**config.mk**
```make
export PLATFORM = sky130hd
export DESIGN_NAME = bitmap_first_fit_block_allocator_flat
export DESIGN_NICKNAME = d
export VERILOG_FILES = /design/src/bffba_pkg.sv /design/src/bffba_if.sv /design/src/bffba_ram.sv /design/src/bitmap_first_fit_block_allocator.sv /design/src/flat_wrapper.sv
export SDC_FILE = /design/constraint.sdc
export NUM_CORES = 1
export LEC_CHECK = 0
export ABC_AREA = 1
export BUFFER_PORTS_ARGS = -buffer_cell sky130_fd_sc_hd__clkbuf_2
export CAP_MARGIN = 20
export CORE_MARGIN = 2
export CORE_UTILIZATION = 53
export DETAILED_ROUTE_END_ITERATION = 10
export GPL_ROUTABILITY_DRIVEN = 0
export PLACE_DENSITY = 0.79
export SLEW_MARGIN = 20
export SYNTH_ARGS = -nofsm -noshare
export SYNTH_HDL_FRONTEND = slang
export SYNTH_HIERARCHICAL = 1
export SYNTH_SLANG_ARGS = --single-unit
```
**constraint.sdc**
```tcl
create_clock -name clk -period 11 [get_ports clk]
set_clock_uncertainty 0.2 [all_clocks]
set_input_delay 0.55 -clock clk [delete_from_list [all_inputs] [get_ports clk]]
set_output_delay 0.55 -clock clk [all_outputs]
set_load 0.01 [all_outputs]
```
**src/bffba_pkg.sv**
```systemverilog
// ----------------------------------------------------------------------------
// bffba_pkg
// Shared types and constants for the first-fit block allocator.
// ----------------------------------------------------------------------------
package bffba_pkg;

    localparam int WORD_W     = 8;
    localparam int WORD_SHIFT = 3;
    localparam int CFG_W      = 7;
    localparam int FIRST_W    = 6;
    localparam int COUNT_W    = 7;
    localparam int START_W    = 6;

    localparam logic [CFG_W-1:0] ACTIVE_RESET = 7'd64;

    typedef enum logic {
        CMD_ALLOC = 1'b0,
        CMD_FREE  = 1'b1
    } cmd_t;

    typedef enum logic [1:0] {
        ST_DONE     = 2'd0,
        ST_NO_SPACE = 2'd1,
        ST_BAD      = 2'd2
    } status_t;

    typedef enum logic [2:0] {
        S_IDLE,
        S_SCAN_RD,
        S_SCAN_CHK,
        S_MOD_RD,
        S_MOD_WR,
        S_DONE
    } state_t;

endpackage

```
**src/bffba_if.sv**
```systemverilog
// ----------------------------------------------------------------------------
// bffba request / response interfaces
// Valid/ready channels for allocator requests and their responses.
// ----------------------------------------------------------------------------
interface alloc_req_if;
    logic                              valid;
    logic                              ready;
    bffba_pkg::cmd_t                   cmd;
    logic [bffba_pkg::FIRST_W-1:0]     first_block;
    logic [bffba_pkg::COUNT_W-1:0]     block_count;

    modport source (output valid, output cmd, output first_block, output block_count,
                    input ready);
    modport sink   (input valid, input cmd, input first_block, input block_count,
                    output ready);
endinterface

interface alloc_rsp_if;
    logic                              valid;
    logic                              ready;
    bffba_pkg::status_t                status;
    logic [bffba_pkg::START_W-1:0]     run_start;

    modport source (output valid, output status, output run_start, input ready);
    modport sink   (input valid, input status, input run_start, output ready);
endinterface

```
**src/bffba_ram.sv**
```systemverilog
// ----------------------------------------------------------------------------
// bffba_ram
// Generic single-port-write, single-port-read RAM with registered read.
// ----------------------------------------------------------------------------
module bffba_ram #(
    parameter int WIDTH = 8,
    parameter int DEPTH = 8
) (
    input  logic                                        clk,
    input  logic                                        we,
    input  logic [((DEPTH > 1) ? $clog2(DEPTH) : 1)-1:0] waddr,
    input  logic [WIDTH-1:0]                            wdata,
    input  logic                                        re,
    input  logic [((DEPTH > 1) ? $clog2(DEPTH) : 1)-1:0] raddr,
    output logic [WIDTH-1:0]                            rdata
);

    logic [WIDTH-1:0] mem [DEPTH];

    always_ff @(posedge clk)
    begin
        if (we)
        begin
            mem[waddr] <= wdata;
        end
        if (re)
        begin
            rdata <= mem[raddr];
        end
    end

endmodule

```
**src/bitmap_first_fit_block_allocator.sv**
```systemverilog
// ----------------------------------------------------------------------------
// bitmap_first_fit_block_allocator
// First-fit contiguous block allocator over a one-bit-per-block map in RAM.
// ----------------------------------------------------------------------------
// One request at a time. The occupancy map sits in a RAM of 8-bit words; each
// word visit is a read state followed by an evaluate or write state. An
// allocate scans words from the first up to the word where a free run ends,
// then rewrites each word the run covers; a free rewrites each word it
// touches; a bad request goes straight to the result. The map is clear right
// after reset (per-word valid flags), no sweep. The next request is taken
// once the result is loaded into the output register.
module bitmap_first_fit_block_allocator #(
    parameter int NUM_BLOCKS = 64
) (
    input  logic                              clk,
    input  logic                              rst_n,
    input  logic                              cfg_we,
    input  logic [bffba_pkg::CFG_W-1:0]       cfg_wdata,
    alloc_req_if.sink                         req,
    alloc_rsp_if.source                       rsp
);

    localparam int WORDS = (NUM_BLOCKS + bffba_pkg::WORD_W - 1) / bffba_pkg::WORD_W;
    localparam int WAW   = (WORDS > 1) ? $clog2(WORDS) : 1;
    localparam int KW    = $clog2(WORDS * bffba_pkg::WORD_W + 1);
    localparam int AW    = (KW > 8) ? KW : 8;
    localparam logic [AW-1:0] NB = AW'(NUM_BLOCKS);

    bffba_pkg::state_t  state_reg, state_next;
    logic [WAW-1:0]     word_reg, word_next;
    logic [AW-1:0]      run_reg, run_next;
    logic [AW-1:0]      count_reg, count_next;
    logic [AW-1:0]      lo_reg, lo_next;
    logic [AW-1:0]      hi_reg, hi_next;
    logic [AW-1:0]      start_reg, start_next;
    logic               set_reg, set_next;
    bffba_pkg::status_t status_reg, status_next;
    logic               rd_vld_reg, rd_vld_next;
    logic [WORDS-1:0]   vld_reg;
    logic [bffba_pkg::CFG_W-1:0] active_reg;

    logic                       out_valid_reg;
    bffba_pkg::status_t         out_status_reg;
    logic [bffba_pkg::START_W-1:0] out_start_reg;

    logic [AW-1:0] len;
    logic [AW-1:0] act;
    logic [AW-1:0] req_cnt;
    logic [AW-1:0] req_fst;
    logic          req_bad;
    logic          accept;
    logic          out_load;

    logic                        ram_we;
    logic                        ram_re;
    logic [WAW-1:0]              ram_raddr;
    logic [bffba_pkg::WORD_W-1:0] ram_wdata;
    logic [bffba_pkg::WORD_W-1:0] ram_rdata;
    logic [bffba_pkg::WORD_W-1:0] word_data;

    logic          scan_found;
    logic [AW-1:0] scan_end;
    logic [AW-1:0] scan_run;
    logic          scan_last;
    logic [bffba_pkg::WORD_W-1:0] mod_mask;
    logic          mod_last;

    // configuration
    always_ff @(posedge clk or negedge rst_n)
    begin
        if (!rst_n)
        begin
            active_reg <= bffba_pkg::ACTIVE_RESET;
        end
        else if (cfg_we)
        begin
            active_reg <= cfg_wdata;
        end
    end

    assign act     = AW'(active_reg);
    assign len     = (act > NB) ? NB : act;
    assign req_cnt = AW'(req.block_count);
    assign req_fst = AW'(req.first_block);

    always_comb
    begin
        req_bad = 1'b0;
        if (req_cnt == '0)
        begin
            req_bad = 1'b1;
        end
        else if (req.cmd == bffba_pkg::CMD_FREE)
        begin
            req_bad = (req_fst + req_cnt) > len;
        end
        else
        begin
            req_bad = req_cnt > len;
        end
    end

    assign req.ready = (state_reg == bffba_pkg::S_IDLE);
    assign accept    = req.valid && req.ready;
    assign out_load  = (state_reg == bffba_pkg::S_DONE) && (!out_valid_reg || rsp.ready);

    // map storage
    assign word_data = rd_vld_reg ? ram_rdata : '0;

    bffba_ram #(
        .WIDTH (bffba_pkg::WORD_W),
        .DEPTH (WORDS)
    ) u_map (
        .clk   (clk),
        .we    (ram_we),
        .waddr (word_reg),
        .wdata (ram_wdata),
        .re    (ram_re),
        .raddr (ram_raddr),
        .rdata (ram_rdata)
    );

    // run search across one word
    always_comb
    begin
        logic [AW-1:0] pos;
        logic [AW-1:0] run;
        logic          found;
        run   = run_reg;
        found = 1'b0;
        scan_end = '0;
        for (int j = 0; j < bffba_pkg::WORD_W; j++)
        begin
            pos = AW'({word_reg, 3'(j)});
            if (!found && (pos < len))
            begin
                if (word_data[j])
                begin
                    run = '0;
                end
                else
                begin
                    run = run + AW'(1);
                end
                if (run == count_reg)
                begin
                    found    = 1'b1;
                    scan_end = pos;
                end
            end
        end
        scan_found = found;
        scan_run   = run;
        scan_last  = ((AW'(word_reg) + AW'(1)) << bffba_pkg::WORD_SHIFT) >= len;
    end

    // run mask for the current word
    always_comb
    begin
        logic [AW-1:0] pos;
        for (int j = 0; j < bffba_pkg::WORD_W; j++)
        begin
            pos = AW'({word_reg, 3'(j)});
            mod_mask[j] = (pos >= lo_reg) && (pos <= hi_reg);
        end
        mod_last  = AW'(word_reg) == (hi_reg >> bffba_pkg::WORD_SHIFT);
        ram_wdata = set_reg ? (word_data | mod_mask) : (word_data & ~mod_mask);
    end

    // next state
    always_comb
    begin
        state_next = state_reg;
        unique case (state_reg)
            bffba_pkg::S_IDLE:
            begin
                if (accept)
                begin
                    if (req_bad)
                    begin
                        state_next = bffba_pkg::S_DONE;
                    end
                    else if (req.cmd == bffba_pkg::CMD_FREE)
                    begin
                        state_next = bffba_pkg::S_MOD_RD;
                    end
                    else
                    begin
                        state_next = bffba_pkg::S_SCAN_RD;
                    end
                end
            end
            bffba_pkg::S_SCAN_RD:  state_next = bffba_pkg::S_SCAN_CHK;
            bffba_pkg::S_SCAN_CHK:
            begin
                if (scan_found)
                begin
                    state_next = bffba_pkg::S_MOD_RD;
                end
                else if (scan_last)
                begin
                    state_next = bffba_pkg::S_DONE;
                end
                else
                begin
                    state_next = bffba_pkg::S_SCAN_RD;
                end
            end
            bffba_pkg::S_MOD_RD:   state_next = bffba_pkg::S_MOD_WR;
            bffba_pkg::S_MOD_WR:
            begin
                if (mod_last)
                begin
                    state_next = bffba_pkg::S_DONE;
                end
                else
                begin
                    state_next = bffba_pkg::S_MOD_RD;
                end
            end
            bffba_pkg::S_DONE:
            begin
                if (out_load)
                begin
                    state_next = bffba_pkg::S_IDLE;
                end
            end
            default:               state_next = bffba_pkg::S_IDLE;
        endcase
    end

    // datapath and memory controls
    always_comb
    begin
        word_next   = word_reg;
        run_next    = run_reg;
        count_next  = count_reg;
        lo_next     = lo_reg;
        hi_next     = hi_reg;
        start_next  = start_reg;
        set_next    = set_reg;
        status_next = status_reg;
        rd_vld_next = rd_vld_reg;
        ram_re      = 1'b0;
        ram_we      = 1'b0;
        ram_raddr   = word_reg;
        unique case (state_reg)
            bffba_pkg::S_IDLE:
            begin
                if (accept)
                begin
                    start_next  = '0;
                    status_next = bffba_pkg::ST_DONE;
                    count_next  = req_cnt;
                    if (req_bad)
                    begin
                        status_next = bffba_pkg::ST_BAD;
                    end
                    else if (req.cmd == bffba_pkg::CMD_FREE)
                    begin
                        lo_next   = req_fst;
                        hi_next   = req_fst + req_cnt - AW'(1);
                        set_next  = 1'b0;
                        word_next = WAW'(req_fst >> bffba_pkg::WORD_SHIFT);
                    end
                    else
                    begin
                        run_next  = '0;
                        word_next = '0;
                    end
                end
            end
            bffba_pkg::S_SCAN_RD, bffba_pkg::S_MOD_RD:
            begin
                ram_re      = 1'b1;
                rd_vld_next = vld_reg[word_reg];
            end
            bffba_pkg::S_SCAN_CHK:
            begin
                if (scan_found)
                begin
                    lo_next    = scan_end + AW'(1) - count_reg;
                    hi_next    = scan_end;
                    start_next = scan_end + AW'(1) - count_reg;
                    set_next   = 1'b1;
                    word_next  = WAW'((scan_end + AW'(1) - count_reg) >> bffba_pkg::WORD_SHIFT);
                end
                else if (scan_last)
                begin
                    status_next = bffba_pkg::ST_NO_SPACE;
                    start_next  = '0;
                end
                else
                begin
                    run_next  = scan_run;
                    word_next = word_reg + WAW'(1);
                end
            end
            bffba_pkg::S_MOD_WR:
            begin
                ram_we = 1'b1;
                if (!mod_last)
                begin
                    word_next = word_reg + WAW'(1);
                end
            end
            bffba_pkg::S_DONE:
            begin
            end
            default:
            begin
            end
        endcase
    end

    always_ff @(posedge clk or negedge rst_n)
    begin
        if (!rst_n)
        begin
            state_reg     <= bffba_pkg::S_IDLE;
            vld_reg       <= '0;
            rd_vld_reg    <= 1'b0;
            out_valid_reg <= 1'b0;
        end
        else
        begin
            state_reg  <= state_next;
            rd_vld_reg <= rd_vld_next;
            if (ram_we)
            begin
                vld_reg[word_reg] <= 1'b1;
            end
            if (out_load)
            begin
                out_valid_reg <= 1'b1;
            end
            else if (rsp.ready)
            begin
                out_valid_reg <= 1'b0;
            end
        end
    end

    always_ff @(posedge clk)
    begin
        word_reg   <= word_next;
        run_reg    <= run_next;
        count_reg  <= count_next;
        lo_reg     <= lo_next;
        hi_reg     <= hi_next;
        start_reg  <= start_next;
        set_reg    <= set_next;
        status_reg <= status_next;
        if (out_load)
        begin
            out_status_reg <= status_reg;
            out_start_reg  <= start_reg[bffba_pkg::START_W-1:0];
        end
    end

    assign rsp.valid     = out_valid_reg;
    assign rsp.status    = out_status_reg;
    assign rsp.run_start = out_start_reg;

endmodule
```
**src/flat_wrapper.sv**
```systemverilog
// flat-port wrapper written by rule: the top's interface ports become plain ports
module bitmap_first_fit_block_allocator_flat 
#(
    parameter int NUM_BLOCKS = 64
)
  (clk, rst_n, cfg_we, cfg_wdata, req_valid, req_cmd, req_first_block, req_block_count, req_ready, rsp_valid, rsp_status, rsp_run_start, rsp_ready);
  alloc_req_if req_i ();
  alloc_rsp_if rsp_i ();
  input  logic clk;
  input  logic rst_n;
  input  logic cfg_we;
  input  logic [bffba_pkg::CFG_W-1:0] cfg_wdata;
  input wire logic [$bits(req_i.valid)-1:0] req_valid;
  input wire logic [$bits(req_i.cmd)-1:0] req_cmd;
  input wire logic [$bits(req_i.first_block)-1:0] req_first_block;
  input wire logic [$bits(req_i.block_count)-1:0] req_block_count;
  output wire logic [$bits(req_i.ready)-1:0] req_ready;
  output wire logic [$bits(rsp_i.valid)-1:0] rsp_valid;
  output wire logic [$bits(rsp_i.status)-1:0] rsp_status;
  output wire logic [$bits(rsp_i.run_start)-1:0] rsp_run_start;
  input wire logic [$bits(rsp_i.ready)-1:0] rsp_ready;
  assign req_i.valid = req_valid;
  assign req_i.cmd = req_cmd;
  assign req_i.first_block = req_first_block;
  assign req_i.block_count = req_block_count;
  assign req_ready = req_i.ready;
  assign rsp_valid = rsp_i.valid;
  assign rsp_status = rsp_i.status;
  assign rsp_run_start = rsp_i.run_start;
  assign rsp_i.ready = rsp_ready;
  bitmap_first_fit_block_allocator #(.NUM_BLOCKS(NUM_BLOCKS)) u_core (.clk(clk), .rst_n(rst_n), .cfg_we(cfg_we), .cfg_wdata(cfg_wdata), .req(req_i), .rsp(rsp_i));
endmodule
```
# After elaboration in Yosys (flattened, before gate mapping)
# Memories as Yosys holds them, arrays and structs flattened. A register that Yosys moved wholly into a read port is not among the register bits.
# Cells that the tools add are included.
# W data, S select, Z words.
# classes
addsub	14
n_eq_ne	26
muxes	116
bitwise_logic	4
magnitude_cmp	30
reduce_logical	40
# op_table
op	n
$mux W8	53
$add A8 B1 Y8 const B	9
$eq A8 B7 Y1	8
$ge A6 B8 Y1	8
$le A6 B8 Y1	8
$lt A6 B8 Y1	8
$pmux W8 S2	3
$mux W3	12
$mux W1	30
$mux W6	5
$logic_and A1 B1 Y1	18
$pmux W3 S6	1
$or A8 B8 Y8	2
$ne A2 B2 Y1 const B	7
$pmux W6 S2	1
$mux W2	5
$reduce_and A5 Y1	2
$pmux W3 S3	1
$add A6 B7 Y8	1
$and A8 B8 Y8	1
$ge A8 B8 Y1	1
$gt A7 B8 Y1	1
$gt A8 B8 Y1	1
$logic_not A1 Y1	8
other kinds (30)	36
# word_totals
output_inout_bits	10
memories	1
reg_bits	71
inputBits	26
mem_bits_rw	64
elab_cells	246
# mem_list
name	words	word_bits	read_ports	rd_clocked_by_memory_dff	wr	line	text
u_core.u_map.mem	8	8	1	1	1	bffba_ram.sv:18	logic [WIDTH-1:0] mem [DEPTH];

# Logic depth before layout (Yosys ltp)
# Gate-level depths: netlist of the first run.
# depth
word_depth	53
mapped_depth	82
ltp_nobuf	80

# Cells and area by module
# The synthesis of the first run kept the hierarchy.
# modules_own_cells
mod	instances	cells_each	area_per_inst_um2
bitmap_first_fit_block_allocator	1	1376	8748.4
bffba_ram	1	303	3130.5

# Least setup slack after synthesis of the first run
# OpenSTA, ideal clock, no wires.
# synth_timing
path_type	flip-flop to flip-flop
from	register u_core.word_reg[0], in the netlist u_core/ram_raddr[0]
to	register u_core.word_reg[2], in the netlist u_core/ram_raddr[2] (data pin)
period_less_slack_ps	8948
arrival_time_ps	8489
slack_ps	2052
path_stages_with_launch	72
cell_sequence	edfxtp_1 inv_1 ha_1 inv_1 nand2_1 nor2_4 nand3_4 nand2_4 buf_6 nand2_1 nand2_1 ha_1 nand2_1 xor2_1 nand3_1 nor2_1 nand3_1 nor2_1 [... 36 more ...] nand2_1 nand2_1 nor2_4 nand2_4 nand2_1 inv_1 ha_1 inv_1 ha_1 inv_1 fa_1 nor2_1 a211oi_1 or2_2 nand2_1 nor2_1 nand2_1 nand3_1
# synth_via
elab_chain_len	39
word_cells_on_any_way	95
cone_classes	10 x add/sub; 8 x order compare; 7 x eq/ne; 56 x mux; 14 x reduce/logical
# synth_lines
item	line	text
from (decl)	bitmap_first_fit_block_allocator.sv:30	logic [WAW-1:0] word_reg, word_next;
from (signal assigned)	bitmap_first_fit_block_allocator.sv:346	word_reg <= word_next;
parallel branches: the longest is 38 deep, another holds $lt A6 B8 Y1	n/a	
$pmux W3 S3 *	bitmap_first_fit_block_allocator.sv:247	unique case (state_reg)
net u_core.word_next[2]	bitmap_first_fit_block_allocator.sv:30	
# Mark *: on every way through the listed nets, which the timed path passes. The select of a mux whose other input is x is not followed.
# A chain may end at the register's enable or synchronous reset.

# Worst setup path in the final report of the first run
# layout_timing
from	register u_core/active_reg[0] (netlist bit)
to	register u_core.word_reg[2], in the netlist u_core/ram_raddr[2] (data pin)
# layout_via
elab_chain_len	41
word_cells_on_any_way	93
cone_classes	9 x add/sub; 9 x order compare; 7 x eq/ne; 54 x mux; 14 x reduce/logical
# layout_lines
item	line	text
from (decl)	bitmap_first_fit_block_allocator.sv:40	logic [bffba_pkg::CFG_W-1:0] active_reg;
from (signal assigned)	bitmap_first_fit_block_allocator.sv:73	active_reg <= bffba_pkg::ACTIVE_RESET;
from (signal assigned)	bitmap_first_fit_block_allocator.sv:77	active_reg <= cfg_wdata;
$gt A7 B7 Y1	bitmap_first_fit_block_allocator.sv:82	assign len = (act > NB) ? NB : act;
$mux W7 *	bitmap_first_fit_block_allocator.sv:82	
parallel branches: the longest is 37 deep, another holds $lt A6 B8 Y1	n/a	
$mux W3 *	bitmap_first_fit_block_allocator.sv:280	if (scan_found)
$pmux W3 S3 *	bitmap_first_fit_block_allocator.sv:247	
net u_core.word_next[2]	bitmap_first_fit_block_allocator.sv:30	
# Marked as above.

==> results.py, run 1 <==
metrics = {
    "outcome": {
        "status": "finished clean",
    },
    "routing": {
        "drc": 0,
        "routed_wl_mm": 33.5,
        "vias": 11600,
        "drtAntennaViolNets": 0,
        "drt_iter0_drc": 1319,
        "firstDrtPassIters": 7,
        "wl_per_cell_um": 16.5,
        "viasPerCell": 5.71,
    },
    "cts": {
        "cts.sinks": 143,
        "clk_latency_ns": 0.44,
        "cts_tree": "yes",
        "clkTransAtPathRegs_ns": 0.06,
        "htreeDepth": 4,
        "cts_max_path_buffers": 2,
        "clock-root-buffer": "clkbuf_16",
        "cts_buffers": 17,
    },
    "yosys": {
        "synth_edf_count": 123,
        "syn_nets": 1765,
        "synth_cell_types": 55,
        "synth.top_cells.by_count": "500 x nand2_1, 241 x inv_1, 186 x nand3_1",
        "ys_ff_latch": 143,
        "synth_ff_type": "edfxtp_1",
        "synthArstFlopShare": 0.140,
        "ys_top_cells_by_area": "edfxtp_1 31%, nand2_1 16%, nand3_1 7.8%",
        "synthCells": 1679,
        "yosysSeqAreaShare": 0.353,
        "yosysTopAreaCell": "edfxtp_1",
        "avgSynthCellArea_um2": 7.07,
        "synth_area_mm2": 0.0119,
        "ys.warnings.count": 6,
        "synth_top_cell_area_share": 0.311,
        "synth_most_common_cell": "nand2_1",
    },
    "min_path": {
        "hold_path_class": "in -> reg",
        "hp-start": "cfg_wdata[1]",
    },
    "sta": {
        "fmax_ghz": 0.0963,
        "min_period_ns": 10.38,
        "tightestPinTransition_ns": 1.04,
        "setup_tns_ns": 0,
        "report.final.slew_viol_count": 0,
        "period_share": 0.944,
        "slew_headroom": 0.300,
        "hold_viol": 0,
        "finalSetupViolCount": 0,
    },
    "floorplanning": {
        "die_area_mm2": 0.0236,
        "die_y_um": 154,
        "die_w_um": 154,
        "pin_count": 36,
        "core_area_mm2": 0.0219,
        "row_count": 54,
        "start_util": 0.543,
    },
    "finish": {
        "seq_area_mm2": 0.00420,
        "design_area_mm2": 0.0131,
        "layout.nets": 1820,
        "largest_register_ff_count": 64,
        "n_antenna_cell": 0,
        "multi_input_area_mm2": 0.00652,
        "top_register": "u_core/u_map/mem",
        "fillers": 1937,
        "finish.utilization": 0.600,
        "drive_above_1_share": 0.130,
        "area_delta_synth_final_pct": 10.7,
    },
    "global_routing": {
        "grt_overflow": 0,
        "grt_pass1_vias": 10800,
        "grt_first_pass_wirelength_mm": 52.4,
        "grt_max_degree": 43,
        "antenna_found_initial": 0,
        "track_usage": 0.276,
    },
    "worst_setup_path": {
        "cp_slowest_cell": "dfrtp_1",
        "start_kind": "register",
        "r2r_start": "u_core/active_reg[0]",
        "critical_path_class": "reg -> reg",
        "crit_top_cell": "nand2_1",
        "worstSetupStartpoint": "u_core/active_reg[0]",
        "critPathMaxFanout": 20,
        "worstPathRequired_ns": 10.99,
        "cp.arrival_ns": 10.37,
        "cp_slowest_stage_delay_ns": 0.40,
        "worstSetupEndpointType": "register",
    },
    "placement": {
        "dpl_cell_area_mm2": 0.0122,
        "hpwl_mm": 24.4,
        "io_buffers": 35,
    },
    "job": {
        "drv_cap": 0,
    },
}
[cells by family after synthesis]
group / count (synthesis) / synth area share
buffers and inverters: 306 / 0.108
multiplexers: 2 / 0.00190
AND/OR/NAND/NOR: 979 / 0.373
AO/OA/AOI/OAI: 170 / 0.0849
flip-flops: 143 / 0.353
adder cells (fa/ha/maj): 60 / 0.0645
XOR/XNOR: 19 / 0.0140
[cell type report]
cell class,instances,area share
clock buffer,20,0.0347
tap,280,0.0267
timing repair buffer,78,0.0384
multi-input combinational,1231,0.496
sequential,143,0.319
clock inverter,12,0.00952
inverter,263,0.0753
[path summary, 6_finish.rpt]
kind | to | slack, ns | cells past startpoint
max reg2reg | u_core/ram_raddr[2] | 0.62 | 67
min | u_core/active_reg[1] | 0.12 | 3
max in group asynchronous | u_core/vld_reg[0] | 9.77 | 2
min reg2reg | u_core/rsp.run_start[2] | 0.23 | 0
min in group asynchronous | u_core/active_reg[4] | 0.43 | 2
max | u_core/ram_raddr[2] | 0.62 | 67
[metrics by stage]
step | std cells | hold slack, ns | setup slack (ns)
final | 2027 | 0.123 | 0.619
after global placement | 1968 | 0.205 | 0.457
after CTS | 2001 | 0.119 | 0.0577
after global routing | 2027 | 0.150 | -0.0613
after floorplan | 1679 | 0.0544 | 2.05
after detailed placement | 1968 | 0.208 | 0.139
[critical path: cells and delay by family, from the launching register on]
family                     cells  cell delay [ns]
and+or+nand+nor               43             5.45
adders and majority gates      7             1.96
buffers and inverters         10             1.01
AOI/OAI and AO/OA              5             0.79
DFF                            1             0.40
xor gates and xnor gates       2             0.35
[layer usage]
metal / track usage / part of all wire / vias up
li1: - / - / 5623
met1: 0.342 / 0.40 / 5302
met2: 0.458 / 0.46 / 524
met3: 0.0490 / 0.083 / 124
met4: 0.156 / 0.054 / 0
met5: 0 / 0 / -
[repair_timing]
action                                 4_1_cts  5_1_grt
hold buffers                                 1        0
endpoints found under the hold margin       19        0
setup endpoints to repair                    0       23
resized for setup                            0       28
setup buffers                                0       25
[layout by cell type, fill, tap and decap left out, types with 3 or more instances in the layout]
cell	count
inv_1	240
o21ai_0	64
clkinv_1	6
a21o_1	4
a21boi_1	3
nand3_2	13
inv_2	16
a211oi_1	3
nand2_1	494
o21ai_1	17
dfrtp_1	19
o22ai_1	4
a21oi_1	34
nand3_1	182
nand4_1	67
buf_4	41
nand2_4	10
nor2_1	139
inv_6	5
xor2_1	16
ha_1	58
xnor2_1	3
o211ai_1	4
clkbuf_16	17
a21oi_2	7
clkbuf_2	35
nor2_4	5
nand2_8	3
nor2_2	15
nand3_4	4
nand3b_1	5
o21bai_1	5
clkinv_4	5
nor3_1	12
edfxtp_1	123
nand2_2	22
o21ai_2	14
Power of run 1 is not shown: default switching activity piles up to over one toggle a cycle in this logic, so the estimate is an artifact.
==> run 2: changes to the inputs <==
--- a/config.mk
+++ b/config.mk
@@ -9,10 +9,10 @@
 export BUFFER_PORTS_ARGS = -buffer_cell sky130_fd_sc_hd__clkbuf_2
 export CAP_MARGIN = 20
 export CORE_MARGIN = 2
-export CORE_UTILIZATION = 53
+export CORE_UTILIZATION = 63
 export DETAILED_ROUTE_END_ITERATION = 10
 export GPL_ROUTABILITY_DRIVEN = 0
-export PLACE_DENSITY = 0.79
+export PLACE_DENSITY = 0.9
 export SLEW_MARGIN = 20
 export SYNTH_ARGS = -nofsm -noshare
 export SYNTH_HDL_FRONTEND = slang
==> run 2 against run 1 <==
Effect of this change: register-to-register slack better by 0.06 ns; critical endpoint unchanged; cell count is 2.0% lower; via count is 5.0% higher; routed wire length is 4.8% higher; flip-flop and latch count stayed put; fmax is 0.54% higher; worst hold slack better by 0.013 ns; largest cell class unchanged; die area is 15% lower.
==> results.py, run 2 (synthesis results as in run 1) <==
metrics = {
    "sta": {
        "slew_headroom": 0.357,
        "period_share": 0.939,
        "fmax_ghz": 0.0968,
        "hold_viol": 0,
        "hold_slack_ns": 0.136,
        "report.final.slew_viol_count": 0,
        "min_period_ns": 10.33,
        "setup_tns_ns": 0,
        "finalSetupViolCount": 0,
        "tightestPinTransition_ns": 0.955,
    },
    "routing": {
        "wl_met1_mm": 13.1,
        "vias": 12200,
        "wl_met3_mm": 3.77,
        "wl_met2_mm": 15.8,
        "top_layer": "met4",
        "routed_wl_mm": 35.1,
        "drc": 0,
        "wl_per_cell_um": 17.7,
        "drtAntennaViolNets": 0,
        "firstDrtPassIters": 6,
        "viasPerCell": 6.11,
        "drt_iter0_drc": 1789,
    },
    "worst_setup_path": {
        "worstSetupEndpointType": "register",
        "cp.arrival_ns": 10.29,
        "r2r_cells": 69,
        "critPathMaxFanout": 9,
        "cp_slowest_stage_delay_ns": 0.59,
        "cp_slowest_cell": "dfstp_2",
        "worstPathRequired_ns": 10.97,
        "critical_path_class": "reg -> reg",
        "start_kind": "register",
        "crit_top_cell": "nand2_1",
    },
    "floorplanning": {
        "die_area_mm2": 0.0200,
        "die_w_um": 141,
        "pin_count": 36,
        "die_y_um": 141,
        "row_count": 50,
        "core_area_mm2": 0.0186,
        "start_util": 0.639,
    },
    "cts": {
        "cts.sinks": 143,
        "clkTransAtPathRegs_ns": 0.06,
        "htreeDepth": 4,
        "cts_tree": "yes",
        "cts_max_path_buffers": 2,
        "clk_latency_ns": 0.42,
        "cts_buffers": 17,
        "clock-root-buffer": "clkbuf_16",
    },
    "finish": {
        "area_delta_synth_final_pct": 10.6,
        "layout.nets": 1826,
        "drive_above_1_share": 0.130,
        "fin_cells": 1987,
        "final_common_cell": "nand2_1",
        "n_antenna_cell": 0,
        "fillers": 1276,
        "multi_input_area_mm2": 0.00652,
        "largest_register_ff_count": 64,
        "final_cell_mix": "496 x nand2_1, 240 x inv_1, 183 x nand3_1, 140 x nor2_1, 123 x edfxtp_1",
        "top_register": "u_core/u_map/mem",
        "seq_area_mm2": 0.00420,
    },
    "global_routing": {
        "grt_max_degree": 43,
        "grt_overflow": 0,
        "grt_pass1_vias": 11200,
        "antenna_found_initial": 0,
        "grt_first_pass_wirelength_mm": 54.2,
        "track_usage": 0.344,
    },
    "placement": {
        "io_buffers": 35,
        "dp.cells": 1922,
        "hpwl_mm": 24.2,
    },
    "outcome": {
        "status": "finished clean",
    },
    "job": {
        "drv_cap": 0,
    },
    "min_path": {
        "hold_path_class": "in -> reg",
        "hold_depth": 3,
    },
}
[run 2: per-stage QoR]
stage	cell area [um^2]	utilization	setup slack [ns]
6_report	13100	0.707	0.674
5_1_grt	13100	0.707	-0.105
4_1_cts	12800	0.688	0.0720
3_5_place_dp	12200	0.656	0.0812
3_3_place_gp	12200	0.656	0.382
2_1_floorplan	11900	-	2.05
[run 2: path summary, 6_finish.rpt]
path / to / from / slack [ns]
min: u_core/active_reg[3] / cfg_wdata[3] / 0.14
max in group asynchronous: u_core/rd_vld_reg / rst_n / 9.74
min reg2reg: u_core/rsp.status[0] / u_core/status_reg[0] / 0.22
max: u_core/ram_raddr[2] / u_core/active_reg[6] / 0.67
max reg2reg: u_core/ram_raddr[2] / u_core/active_reg[6] / 0.67
min in group asynchronous: u_core/active_reg[1] / rst_n / 0.47
[run 2: layout make-up]
type | count | share of cell area
clock buffer | 19 | 0.0330
multi-input combinational | 1230 | 0.496
sequential | 143 | 0.319
tap | 234 | 0.0223
clock inverter | 13 | 0.0107
timing repair buffer | 85 | 0.0431
inverter | 263 | 0.0754
[run 2: critical path: cells and delay by family (launching register included)]
family / cells / cell delay [ns]
and+or+nand+nor: 45 / 5.12
xor gates and xnor gates: 3 / 0.49
buffers and inverters: 9 / 0.85
DFF: 1 / 0.59
AOI/OAI and AO/OA: 4 / 0.63
adders and majority gates: 8 / 2.17
[run 2: what timing repair did]
item,CTS,global route
pin swaps,1,10
buffers inserted,3,29
gates resized for setup,0,23
hold endpoints to repair,19,0
gates cloned,0,0
hold buffers,1,0
endpoints found under the setup margin,1,14
[run 2: metal layers]
layer	vias to the layer above	GRT usage
met4	0	0.201
met5	-	0
met2	842	0.554
met3	219	0.0688
met1	5457	0.432
li1	5632	-
Power of run 2 is left out for the same reason.
